**src/hw/rtl/sle_pkg.sv**
```systemverilog
package sle_pkg;

    localparam int LINE_MAX   = 63;
    localparam int WRAP_COUNT = 1024;
    localparam int TABLE_LEN  = 90;
    localparam int CNT_W      = 11;
    localparam int IDX_W      = $clog2(LINE_MAX + 1);
    localparam int CODE_W     = 8;
    localparam int CHAR_W     = 8;
    localparam int KIND_W     = 2;
    localparam int MAP_W      = $clog2(TABLE_LEN);

    localparam logic [CNT_W-1:0]  WRAP_CNT  = CNT_W'(WRAP_COUNT);
    localparam logic [CNT_W-1:0]  LINE_CNT  = CNT_W'(LINE_MAX);
    localparam logic [IDX_W-1:0]  LINE_IDX  = IDX_W'(LINE_MAX);

    localparam logic [CODE_W-2:0] CAPS_CODE = 7'h3a;
    localparam logic [CHAR_W-1:0] LED_CMD   = 8'hed;
    localparam logic [CHAR_W-1:0] CHAR_BS   = 8'h08;
    localparam logic [CHAR_W-1:0] CHAR_LF   = 8'h0a;

    typedef enum logic [KIND_W-1:0] {
        KIND_ECHO = 2'd0,
        KIND_LINE = 2'd1,
        KIND_CMD  = 2'd2
    } t_kind;

    typedef struct packed {
        logic load;
        logic emit_echo;
        logic emit_led;
        logic emit_caps;
        logic emit_line;
    } t_cmd;

    typedef struct packed {
        logic out_free;
        logic is_release;
        logic is_caps_rel;
        logic is_enter;
        logic len_zero;
        logic line_last;
    } t_status;

    localparam logic [CHAR_W-1:0] PLAIN_MAP [0:TABLE_LEN-1] = '{
        0, 27, 49, 50, 51, 52, 53, 54, 55, 56, 57, 48, 45, 61, 8,
        9, 113, 119, 101, 114, 116, 121, 117, 105, 111, 112, 91, 93, 10, 0,
        97, 115, 100, 102, 103, 104, 106, 107, 108, 59, 39, 96, 0, 92, 122,
        120, 99, 118, 98, 110, 109, 44, 46, 47, 0, 42, 0, 32, 0, 0, 0, 0, 0, 0,
        0, 0, 0, 0, 0, 0, 0, 0, 254, 0, 45, 252, 0, 253, 43, 0, 255, 0, 0, 0,
        0, 0, 0, 0, 0, 0
    };

    localparam logic [CHAR_W-1:0] SHIFT_MAP [0:TABLE_LEN-1] = '{
        0, 27, 33, 64, 35, 36, 37, 94, 38, 42, 40, 41, 95, 43, 8,
        9, 81, 87, 69, 82, 84, 89, 85, 73, 79, 80, 123, 125, 10, 0,
        65, 83, 68, 70, 71, 72, 74, 75, 76, 58, 34, 126, 0, 124, 90,
        88, 67, 86, 66, 78, 77, 60, 62, 63, 0, 42, 0, 32, 0, 0, 0, 0, 0, 0,
        0, 0, 0, 0, 0, 0, 0, 0, 254, 0, 45, 252, 0, 253, 43, 0, 255, 0, 0, 0,
        0, 0, 0, 0, 0, 0
    };

endpackage

```
**src/hw/rtl/sle_ram.sv**
```systemverilog
module sle_ram #(
    parameter int WIDTH = 8,
    parameter int DEPTH = 63
) (
    input  logic                     i_clk,
    input  logic                     i_we,
    input  logic [$clog2(DEPTH)-1:0] i_waddr,
    input  logic [WIDTH-1:0]         i_wdata,
    input  logic [$clog2(DEPTH)-1:0] i_raddr,
    output logic [WIDTH-1:0]         o_rdata
);

    logic [WIDTH-1:0] r_mem [0:DEPTH-1];
    logic [WIDTH-1:0] r_rdata;

    always_ff @(posedge i_clk) begin
        if (i_we) begin
            r_mem[i_waddr] <= i_wdata;
        end
        r_rdata <= r_mem[i_raddr];
    end

    assign o_rdata = r_rdata;

endmodule

```
**src/hw/rtl/sle_ctrl.sv**
```systemverilog
module sle_ctrl
    import sle_pkg::*;
(
    input  logic    i_clk,
    input  logic    i_rst_n,
    input  logic    i_in_valid,
    output logic    o_in_ready,
    input  t_status i_status,
    output t_cmd    o_cmd
);

    typedef enum logic [1:0] {
        S_IDLE,
        S_EVAL,
        S_CAPS,
        S_LINE
    } t_state;

    t_state r_state;
    t_state n_state;
    t_cmd   cmd;

    always_comb begin
        n_state = r_state;
        cmd     = '0;
        case (r_state)
            S_IDLE: begin
                if (i_in_valid) begin
                    cmd.load = 1'b1;
                    n_state  = S_EVAL;
                end
            end
            S_EVAL: begin
                if (i_status.is_release) begin
                    if (!i_status.is_caps_rel) begin
                        n_state = S_IDLE;
                    end else if (i_status.out_free) begin
                        cmd.emit_led = 1'b1;
                        n_state      = S_CAPS;
                    end
                end else if (i_status.out_free) begin
                    cmd.emit_echo = 1'b1;
                    if (i_status.is_enter && !i_status.len_zero) begin
                        n_state = S_LINE;
                    end else begin
                        n_state = S_IDLE;
                    end
                end
            end
            S_CAPS: begin
                if (i_status.out_free) begin
                    cmd.emit_caps = 1'b1;
                    n_state       = S_IDLE;
                end
            end
            S_LINE: begin
                if (i_status.out_free) begin
                    cmd.emit_line = 1'b1;
                    if (i_status.line_last) begin
                        n_state = S_IDLE;
                    end
                end
            end
            default: begin
                n_state = S_IDLE;
            end
        endcase
    end

    always_ff @(posedge i_clk) begin
        if (!i_rst_n) begin
            r_state <= S_IDLE;
        end else begin
            r_state <= n_state;
        end
    end

    assign o_in_ready = (r_state == S_IDLE);
    assign o_cmd      = cmd;

endmodule

```
**src/hw/rtl/sle_dp.sv**
```systemverilog
module sle_dp
    import sle_pkg::*;
(
    input  logic              i_clk,
    input  logic              i_rst_n,
    input  t_cmd              i_cmd,
    output t_status           o_status,
    input  logic [CODE_W-1:0] i_code,
    output logic              o_out_valid,
    input  logic              i_out_ready,
    output logic [KIND_W-1:0] o_kind,
    output logic [CHAR_W-1:0] o_value,
    output logic              o_last
);

    logic [CODE_W-1:0] r_code;
    logic [CNT_W-1:0]  r_count;
    logic              r_caps;
    logic [IDX_W-1:0]  r_len;
    logic [IDX_W-1:0]  r_idx;
    logic              r_valid;
    t_kind             r_kind;
    logic [CHAR_W-1:0] r_value;
    logic              r_last;

    logic [CHAR_W-1:0] ch;
    logic              in_table;
    logic [MAP_W-1:0]  map_idx;
    logic              is_bs;
    logic              is_enter;
    logic              len_zero;
    logic              line_last;
    logic              store_we;
    logic [IDX_W-1:0]  rd_addr;
    logic [CHAR_W-1:0] rd_data;
    logic [IDX_W-1:0]  enter_len;
    logic              out_free;

    assign in_table  = (r_code < CODE_W'(TABLE_LEN));
    assign map_idx   = r_code[MAP_W-1:0];
    assign ch        = !in_table ? '0 : (r_caps ? SHIFT_MAP[map_idx] : PLAIN_MAP[map_idx]);
    assign is_bs     = (ch == CHAR_BS);
    assign is_enter  = (ch == CHAR_LF);
    assign len_zero  = (r_count == '0);
    assign enter_len = (r_count < LINE_CNT) ? r_count[IDX_W-1:0] : LINE_IDX;
    assign line_last = (r_idx == (r_len - IDX_W'(1)));
    assign out_free  = !r_valid || i_out_ready;
    assign store_we  = i_cmd.emit_echo && !is_enter && !is_bs && (r_count < LINE_CNT);
    assign rd_addr   = (i_cmd.emit_line && !line_last) ? (r_idx + IDX_W'(1)) : r_idx;

    sle_ram #(
        .WIDTH(CHAR_W),
        .DEPTH(LINE_MAX)
    ) u_store (
        .i_clk  (i_clk),
        .i_we   (store_we),
        .i_waddr(r_count[IDX_W-1:0]),
        .i_wdata(ch),
        .i_raddr(rd_addr),
        .o_rdata(rd_data)
    );

    always_ff @(posedge i_clk) begin
        if (!i_rst_n) begin
            r_count <= '0;
            r_caps  <= 1'b0;
            r_valid <= 1'b0;
        end else begin
            if (i_cmd.load) begin
                if (r_count >= WRAP_CNT) begin
                    r_count <= '0;
                end
            end else if (i_cmd.emit_echo) begin
                if (is_enter) begin
                    r_count <= '0;
                end else if (is_bs) begin
                    if (!len_zero) begin
                        r_count <= r_count - CNT_W'(1);
                    end
                end else begin
                    r_count <= r_count + CNT_W'(1);
                end
            end
            if (i_cmd.emit_led) begin
                r_caps <= ~r_caps;
            end
            if (i_cmd.emit_echo || i_cmd.emit_led || i_cmd.emit_caps || i_cmd.emit_line) begin
                r_valid <= 1'b1;
            end else if (i_out_ready) begin
                r_valid <= 1'b0;
            end
        end
    end

    always_ff @(posedge i_clk) begin
        if (i_cmd.load) begin
            r_code <= i_code;
            r_idx  <= '0;
        end
        if (i_cmd.emit_echo) begin
            r_len   <= enter_len;
            r_kind  <= KIND_ECHO;
            r_value <= ch;
            r_last  <= !(is_enter && !len_zero);
        end
        if (i_cmd.emit_led) begin
            r_kind  <= KIND_CMD;
            r_value <= LED_CMD;
            r_last  <= 1'b0;
        end
        if (i_cmd.emit_caps) begin
            r_kind  <= KIND_CMD;
            r_value <= {5'd0, r_caps, 2'd0};
            r_last  <= 1'b1;
        end
        if (i_cmd.emit_line) begin
            r_kind  <= KIND_LINE;
            r_value <= rd_data;
            r_last  <= line_last;
            r_idx   <= r_idx + IDX_W'(1);
        end
    end

    assign o_status.out_free    = out_free;
    assign o_status.is_release  = r_code[CODE_W-1];
    assign o_status.is_caps_rel = (r_code[CODE_W-2:0] == CAPS_CODE);
    assign o_status.is_enter    = is_enter;
    assign o_status.len_zero    = len_zero;
    assign o_status.line_last   = line_last;

    assign o_out_valid = r_valid;
    assign o_kind      = r_kind;
    assign o_value     = r_value;
    assign o_last      = r_last;

endmodule

```
**src/hw/rtl/scancode_line_editor_unit.sv**
```systemverilog
// Channel   Direction  Handshake           Payload
// s_*       in         s_tvalid/s_tready   s_tdata[7:0] = scancode
// m_*       out        m_tvalid/m_tready   m_tdata[7:0] = value, m_tuser[1:0] = kind,
//                                          m_tlast = last
// One item at a time: accept, decode, then one result per cycle unless the output stalls.
// A caps release gives two results. Enter with stored characters also sends the line; the
// line store has a registered read port that is read one address ahead of the output.
// Synchronous active-low reset clears the count, the caps flag and the output valid.
// Output stalls hold the sequencer; the next item is accepted while the last
// result still waits in the output register.
module scancode_line_editor_unit
    import sle_pkg::*;
(
    input  logic              i_clk,
    input  logic              i_rst_n,
    input  logic              s_tvalid,
    output logic              s_tready,
    input  logic [CODE_W-1:0] s_tdata,   // [7:0] scancode
    output logic              m_tvalid,
    input  logic              m_tready,
    output logic [CHAR_W-1:0] m_tdata,   // [7:0] value
    output logic [KIND_W-1:0] m_tuser,   // [1:0] kind
    output logic              m_tlast
);

    t_cmd    cmd;
    t_status status;

    sle_ctrl u_ctrl (
        .i_clk     (i_clk),
        .i_rst_n   (i_rst_n),
        .i_in_valid(s_tvalid),
        .o_in_ready(s_tready),
        .i_status  (status),
        .o_cmd     (cmd)
    );

    sle_dp u_dp (
        .i_clk      (i_clk),
        .i_rst_n    (i_rst_n),
        .i_cmd      (cmd),
        .o_status   (status),
        .i_code     (s_tdata),
        .o_out_valid(m_tvalid),
        .i_out_ready(m_tready),
        .o_kind     (m_tuser),
        .o_value    (m_tdata),
        .o_last     (m_tlast)
    );

endmodule

```
**config.mk**
```make
export PLATFORM = sky130hd
export DESIGN_NAME = scancode_line_editor_unit
export DESIGN_NICKNAME = d
export VERILOG_FILES = /design/src/hw/rtl/sle_pkg.sv /design/src/hw/rtl/sle_ram.sv /design/src/hw/rtl/sle_ctrl.sv /design/src/hw/rtl/sle_dp.sv /design/src/hw/rtl/scancode_line_editor_unit.sv
export SDC_FILE = /design/constraint.sdc
export NUM_CORES = 1
export LEC_CHECK = 0
export BUFFER_PORTS_ARGS = -buffer_cell sky130_fd_sc_hd__buf_2
export CAP_MARGIN = 5
export CORE_UTILIZATION = 55
export CTS_CLUSTER_DIAMETER = 150
export DETAILED_ROUTE_END_ITERATION = 12
export GPL_TIMING_DRIVEN = 0
export PLACE_DENSITY = 0.69
export RECOVER_POWER = 100
export SETUP_SLACK_MARGIN = 0.4
export SLEW_MARGIN = 20
export SYNTH_ARGS = -nofsm -noshare
export SYNTH_HDL_FRONTEND = slang
export SYNTH_SLANG_ARGS = --single-unit
```
**constraint.sdc**
```tcl
create_clock -name i_clk -period 9.6 [get_ports i_clk]
set_input_delay 0.48 -clock i_clk [delete_from_list [all_inputs] [get_ports i_clk]]
set_output_delay 0.48 -clock i_clk [all_outputs]
set_load 0.05 [all_outputs]
```
**Word-level counts from Yosys, hierarchy flattened**

Memory sizes are Yosys's and may differ from the RTL's. A register that Yosys moved wholly into a read port is not among the register bits.
Index checks and enable logic that the tools add are counted.

- Register bits after elaboration: 46
- Bits in writable memories: 504
- Memory bits (read-only): 2048
- Bits of input ports: 12
- Output and inout port bits: 13
- Logic and storage cells: 111
- Memories kept: 3

Memories:

| name | words | bits a word | rd ports | clocked after memory_dff | wr ports | line | text |
|---|---|---|---|---|---|---|---|
| (name not given) | 128 | 8 | 1 | 0 | 0 | sle_dp.sv:41 | `assign ch = !in_table ? '0 : (r_caps ? SHIFT_MAP[map_idx] : PLAIN_MAP[map_idx]);` |
| (name not given) | 128 | 8 | 1 | 0 | 0 | sle_dp.sv:41 |  |
| u_dp.u_store.r_mem | 63 | 8 | 1 | 1 | 1 | sle_ram.sv:13 | `logic [WIDTH-1:0] r_mem [0:DEPTH-1];` |

- Add/sub/neg operators: 4
- Magnitude comparators: 4
- Eq/ne operators: 15
- Multiplexer cells: 49
- Bitwise operators: 2
- Reductions and logical operators: 24

Operators by type and width:

| cell | number |
|---|---|
| 8-bit 2-to-1 mux | 10 |
| 11-bit 2-to-1 mux | 6 |
| 2-bit 2-to-1 mux | 13 |
| 6-bit 2-to-1 mux | 3 |
| 8-bit by 4-bit == test with 1-bit output, second input constant | 2 |
| 1-bit 2-to-1 mux | 16 |
| 11-bit by 1-bit adder with 11-bit output, second input constant | 1 |
| 11-bit >= comparator, second input constant | 1 |
| 11-bit zero test | 1 |
| 11-bit by 6-bit < comparator with 1-bit output, second input constant | 1 |
| 11-bit by 1-bit subtractor with 11-bit output, second input constant | 1 |
| 8-bit >= comparator, second input constant | 1 |
| 8-bit by 7-bit < comparator with 1-bit output, second input constant | 1 |
| 2-bit by 1-bit != test with 1-bit output, second input constant | 4 |
| 7-bit inverter with 8-bit output | 1 |
| 2-bit case mux with 4 select lines | 1 |
| 7-bit by 6-bit == test with 1-bit output, second input constant | 1 |
| 6-bit by 1-bit adder with 6-bit output, second input constant | 1 |
| 6-bit == test | 1 |
| 1-bit zero test | 6 |
| 6-bit AND reduction | 1 |
| 2-bit nonzero test | 3 |
| 6-bit by 1-bit subtractor with 6-bit output, second input constant | 1 |
| 1-bit logical AND | 5 |
| other kinds (12) | 16 |

**Logic depth before layout (Yosys ltp)**

- Depth in word-level cells: 13
- Gate-level depth with buffers: 22
- Depth with buffers taken out: 21

**Modules after synthesis**

Synthesis repeated with hierarchy kept, for this count alone.

- Cells, all modules: 1417
- Area, all modules: 23970.5 um2

Modules (own cells, without submodules):

| module | instances | cells each | area an instance (um2) | seq. area each (um2) |
|---|---|---|---|---|
| sle_ram | 1 | 949 | 19806.5 | 15294.7 |
| sle_dp | 1 | 441 | 3978.8 | 1171.1 |
| sle_ctrl | 1 | 27 | 185.2 | 40.0 |

**Least setup slack after synthesis**

OpenSTA, ideal clock, no wires.

- Path type: register to register
- Start: reg u_dp.r_code[1]
- End: reg u_dp.r_count[10]
- Library setup time: 86 ps
- Arrival time: 6638 ps
- Required time: 9514 ps
- Slack: 2877 ps
- Cell stages (with the launch flop): 23
- Path buffers: 1
- Clock period less this slack: 6723 ps
- Cells stage by stage: edfxtp_1 clkbuf_1 inv_1 ha_1 and3b_1 a21o_1 mux4_2 a211oi_2 o21ai_1 nor4b_4 o21ai_0 inv_1 ha_1 nor2b_1 o21ai_0 a21boi_0 o21ai_0 nand2b_1 a31oi_1 o21a_1 mux2i_1 a21oi_1 a211oi_1

- Cells in the longest elaborated chain, start to end: 11
- Elaborated cells between the ends (all ways): 18
- Classes of those cells: 1 x order compare; 3 x eq/ne; 10 x mux; 1 x bitwise; 1 x reduce/logical; 2 x memory

RTL lines:

| item | line | text |
|---|---|---|
| start, declared | sle_dp.sv:16 | `logic [CODE_W-1:0] r_code;` |
| start signal, assigned | sle_dp.sv:97 | `r_code <= i_code;` |
| 7-bit inverter with 8-bit output (not written as such) | sle_dp.sv:41 |  |
| memory read 128 x 8 bit | n/a |  |
| 8-bit 2-to-1 mux (not written as such) (2 in a row) | sle_dp.sv:41 |  |
| 8-bit 2-to-1 mux | sle_dp.sv:41 |  |
| 8-bit 2-to-1 mux * | sle_dp.sv:41 |  |
| named net u_dp.ch[3] | sle_dp.sv:26 | `logic [CHAR_W-1:0] ch;` |
| 8-bit by 4-bit == test with 1-bit output | sle_dp.sv:42 | `assign is_bs = (ch == CHAR_BS);` |
| 11-bit 2-to-1 mux | sle_dp.sv:76 | `end else if (is_bs) begin` |
| 11-bit 2-to-1 mux | sle_dp.sv:74 | `if (is_enter) begin` |
| 11-bit 2-to-1 mux | sle_dp.sv:73 | `end else if (i_cmd.emit_echo) begin` |
| 11-bit 2-to-1 mux | sle_dp.sv:69 | `if (i_cmd.load) begin` |
| end signal, assigned | sle_dp.sv:78 | `r_count <= r_count - CNT_W'(1);` |
| end signal, assigned | sle_dp.sv:81 | `r_count <= r_count + CNT_W'(1);` |
| end, declared | sle_dp.sv:17 | `logic [CNT_W-1:0] r_count;` |

The timed path passes the listed nets; every way through them passes the cells marked *. The select of a mux whose other input is x is not followed.
A chain may end at the register's enable or synchronous reset.

**Final worst setup path**

Same ends and word-level chain as after synthesis.

==> Implementation_results.wiki <==
{| class="wikitable"
! Metric !! Value
|-
| Outcome || complete, but fails checks
|-
| Violations in the final reports || max-capacitance violations, max-slew violations
|-
| Max capacitance violation total || 5
|-
| Post-CTS sizing || 0
|-
| Highest routing layer actually used || met5
|-
| Clock tree sinks || 558
|-
| Area fraction in and, or, nand and nor cells after synthesis || 9.072%
|-
| Fmax || 132.1 MHz
|-
| Ratio of routed vias to standard cells || 6.571
|-
| Cts bufs inserted || 55
|-
| Sequential cell area fraction in the yosys report || 67.80%
|-
| Yosys synthesis warning count || 0
|-
| Core region area || 43360 µm²
|-
| Row cnt || 76
|-
| H-Tree Level Count || 2
|-
| Total Routed Length || 70.17 mm
|-
| Die outline width || 212.4 µm
|-
| Number of synthesized register bits || 558
|-
| Largest family of logic cells by synthesized area || compound AO/OA/AOI/OAI gates
|-
| IO buf count || 24
|-
| Buffer depth of the longest clock path || 3
|-
| Initial detailed-routing violation count || 2226
|-
| Number of hold violations in the final report || 0
|-
| Post-Synthesis Cell Area || 24340 µm²
|-
| Antenna violations before repair || 3
|-
| Total of fill cells in the finished design || 3378
|-
| Number of detailed-routing iterations run before antenna repair || 8
|-
| Category of the worst setup path capture point || flop
|-
| Clock period minus worst slack || 7572 ps
|-
| Hold Path Origin || s_tdata[4]
|-
| FF-to-FF path depth || 22
|-
| Maximum number of pins on one net before global-route repair || 56
|-
| Endpoints failing setup || 0
|-
| Slowest cell on crit path || sky130_fd_sc_hd__nor4b_4
|-
| Cells along the critical path || clkbuf_1 > inv_1 > ha_1 > or2_0 > mux2i_1 > mux4_2 > a211oi_4 > o21ai_0 > nor4b_4 > o21ai_0 > inv_1 > ha_1 > nor2b_1 > o21ai_0 > a21boi_0 > o21ai_0 > nand2b_1 > a31oi_1 > o21a_1 > mux2i_1 > a21oi_1 > a211oi_1
|-
| Most common cell in the netlist || sky130_fd_sc_hd__edfxtp_1
|-
| Die Ht || 212.4 µm
|-
| Mapped Cells || 1771
|-
| Worst Path Buf+Inv || 3
|-
| Hold buffer count at CTS || 0
|-
| Reg-to-reg setup timing slack || 2030 ps
|-
| Post-route cell area || 26900 µm²
|-
| Commonest cells post-synth || sky130_fd_sc_hd__edfxtp_1, sky130_fd_sc_hd__nand2_1, sky130_fd_sc_hd__nor2_1
|-
| Antenna violation net count after detailed routing || 0
|-
| HPWL after detailed placement || 48.23 mm
|-
| Routability congestion estimate || 0.9647
|-
| Max VDD drop || 0.1592 mV
|-
| Number of nets in the synthesized netlist || 1807
|-
| Leak || 9.221 nW
|-
| Dominant cells by area after synthesis || sky130_fd_sc_hd__edfxtp_1, sky130_fd_sc_hd__mux2i_1, sky130_fd_sc_hd__nand2_1
|-
| Met3 wire length || 6.982 mm
|-
| Placed Instance Area || 25670 µm²
|-
| Largest stage delay on the critical path || 670 ps
|-
| Clock tree root buffer cell || sky130_fd_sc_hd__clkbuf_16
|-
| Total power || 5.092 mW
|-
| Via count of the first global-routing pass || 15941
|-
| Max-slew headroom at the worst pin || -98.17%
|-
| Critical path startpoint category || flop
|-
| Largest area contributor in the netlist || sky130_fd_sc_hd__edfxtp_1
|-
| RSZ-0062 raised after global routing || no
|-
| Clock tree from TritonCTS || yes
|-
| Number of synthesized flops with an enable pin || 533
|-
| Mean instance size in the synthesized netlist || 13.75 µm²
|-
| Count of cell instances traversed by the critical path || 22
|-
| Hold endpoint || u_dp.r_code[4]
|-
| Total setup buffers inserted after CTS || 0
|-
| Synthesized-area fraction occupied by adder cells || 1.264%
|-
| Power per cell area || 189.2 nW/µm²
|-
| Most used flip-flop cell after synthesis || sky130_fd_sc_hd__edfxtp_1
|-
| Reg2Reg Launch Point || u_dp.r_code[1]
|-
| Portion of netlist area occupied by mux cells || 6.358%
|-
| Maximum net fanout on the critical path || 10
|-
| Overflow after GRT || 0
|-
| Most frequent CP cell || sky130_fd_sc_hd__o21ai_0
|-
| Critical Setup Path Class || reg -> reg
|-
| Clk Latency, worst-skew pair || 630 ps
|-
| Initial cell density of the core || 56.14%
|-
| Yosys top cell area share || 65.75%
|-
| Compound-gate portion of the synthesized area || 11.66%
|-
| Hold/Removal Path Class || in -> reg
|-
| Mean routed wirelength per cell || 28.02 µm
|-
| Ratio of final minimum period to clock period || 78.87%
|-
| Worst flop-to-flop path endpoint || u_dp.r_count[10]
|-
| Final max-slew violation count || 163
|-
| I/O pin cnt || 25
|-
| Vias || 16453
|-
| First-pass GRT wire length || 102.8 mm
|-
| Area added between synthesis and finish || 10.52%
|-
| Remaining routing DRC violations || 0
|-
| Critical path arrival || 8110 ps
|-
| Met2 wire length || 32.73 mm
|-
| Hold Crit Depth || 1
|-
| Asr flop ratio synth || 0%
|-
| Required time at the endpoint of the critical path || 10140 ps
|-
| Crit path max-delay family || compound AO/OA/AOI/OAI gates
|-
| Overall die area || 45110 µm²
|-
| Total Nets Final || 1906
|-
| GRT Util Overall || 31.81%
|-
| Fraction of layout cells with a size suffix above 1 || 10.43%
|-
| Wire length on met1 || 27.25 mm
|-
| Synth unique cells || 79
|-
| Worst clock skew || 33.91 ps
|-
| Xor-xnor portion of the synthesized cell area || 1.079%
|-
| Clock transition at the register clock pins on the worst setup and hold paths after CTS || 60 ps
|-
| Transition time at the pin with the least slew margin || 2973 ps
|}
## registers in the layout, summed over array words and instances, names as in the netlist, 2 cells and up
name                  count
u_ctrl.r_state            2
u_dp.o_kind               2
u_dp.o_value              8
u_dp.r_code               8
u_dp.r_count             11
u_dp.r_idx                6
u_dp.r_len                6
u_dp.u_store.o_rdata      8
u_dp.u_store.r_mem      504
## routing by layer
metal	vias to the layer above	track usage [%]
met5	-	0
met4	4	14.46
met3	201	6.780
met2	977	49.53
met1	8167	43.07
li1	7104	-
## cell type report
| cell class | count | area [µm²] | area share [%] |
|---|---|---|---|
| Tap cell | 585 | 732.0 | 2.721 |
| Inverter | 24 | 90.09 | 0.3348 |
| Sequential cell | 558 | 16510 | 61.35 |
| Multi-Input combinational cell | 1078 | 7134 | 26.52 |
| Clock buffer | 69 | 1439 | 5.348 |
| Antenna cell | 2 | 5.005 | 0.01860 |
| Timing Repair Buffer | 42 | 171.4 | 0.6371 |
| Buffer | 111 | 571.8 | 2.125 |
| Clock inverter | 35 | 255.2 | 0.9487 |
## metrics by stage
stage               setup WS, ps  util (%)  hold WS (ps)  setup TNS (ps)  cells
CTS                         2527     63.11         32.47               0   2502
detailed placement          2543     59.20         472.8               0   2398
global placement           -1116     58.11         470.4         -188190   2380
finish                      2028     62.05         48.64               0   2504
floorplan                   2877         -         467.3               0   1771
global route                1786     62.04         38.01               0   2502
## cell usage in the layout (no fill, tap or decap), types with 12 or more instances in the layout
master and n:
sky130_fd_sc_hd__a211oi_1 14, sky130_fd_sc_hd__a21oi_1 111, sky130_fd_sc_hd__a221o_1 13, sky130_fd_sc_hd__a221oi_1 37, sky130_fd_sc_hd__a31oi_1 19, sky130_fd_sc_hd__buf_2 48, sky130_fd_sc_hd__buf_4 17, sky130_fd_sc_hd__clkbuf_1 86
sky130_fd_sc_hd__clkbuf_16 55, sky130_fd_sc_hd__clkinv_1 13, sky130_fd_sc_hd__clkinv_2 15, sky130_fd_sc_hd__dfxtp_1 25, sky130_fd_sc_hd__edfxtp_1 533, sky130_fd_sc_hd__ha_1 23, sky130_fd_sc_hd__inv_1 24, sky130_fd_sc_hd__mux2_2 33
sky130_fd_sc_hd__mux2i_1 109, sky130_fd_sc_hd__nand2_1 180, sky130_fd_sc_hd__nand3_1 25, sky130_fd_sc_hd__nand4_1 17, sky130_fd_sc_hd__nor2_1 114, sky130_fd_sc_hd__nor2b_1 14, sky130_fd_sc_hd__nor3_1 14, sky130_fd_sc_hd__nor4_1 38
sky130_fd_sc_hd__o211ai_1 12, sky130_fd_sc_hd__o21ai_0 41, sky130_fd_sc_hd__o21ai_1 13, sky130_fd_sc_hd__o22ai_1 22, sky130_fd_sc_hd__o31ai_1 48, sky130_fd_sc_hd__xnor2_1 15
## how the worst max path moves through the flow
stage | start | endpoint | slack, ps
after floorplan | u_dp.r_code[1] | u_dp.r_count[10] | 2880
after global placement | u_dp.r_code[1] | u_dp.r_count[10] | -1120
after detailed placement | u_dp.r_code[1] | u_dp.r_count[10] | 2540
after CTS | u_dp.r_code[1] | u_dp.r_count[10] | 2530
after global routing | u_dp.r_code[1] | u_dp.r_count[10] | 1790
final | u_dp.r_code[1] | u_dp.r_count[10] | 2030
## cell families (layout without fill, tap and decap cells)
logic type / after synthesis / count (layout)
flops: 558 / 558
simple gates: 466 / 466
compound gates: 414 / 414
mux: 147 / 147
buf+inv: 135 / 281
xor+xnor: 27 / 27
fa+ha+maj: 24 / 24
other cells: 0 / 2
## power breakdown
group | internal [mW] | switching, mW | total (mW)
combinational | 0.0970 | 0.260 | 0.357
clock | 1.12 | 0.918 | 2.04
sequential | 2.69 | 0.00781 | 2.70
total | 3.91 | 1.19 | 5.09
(Power assumes the default switching activity.)
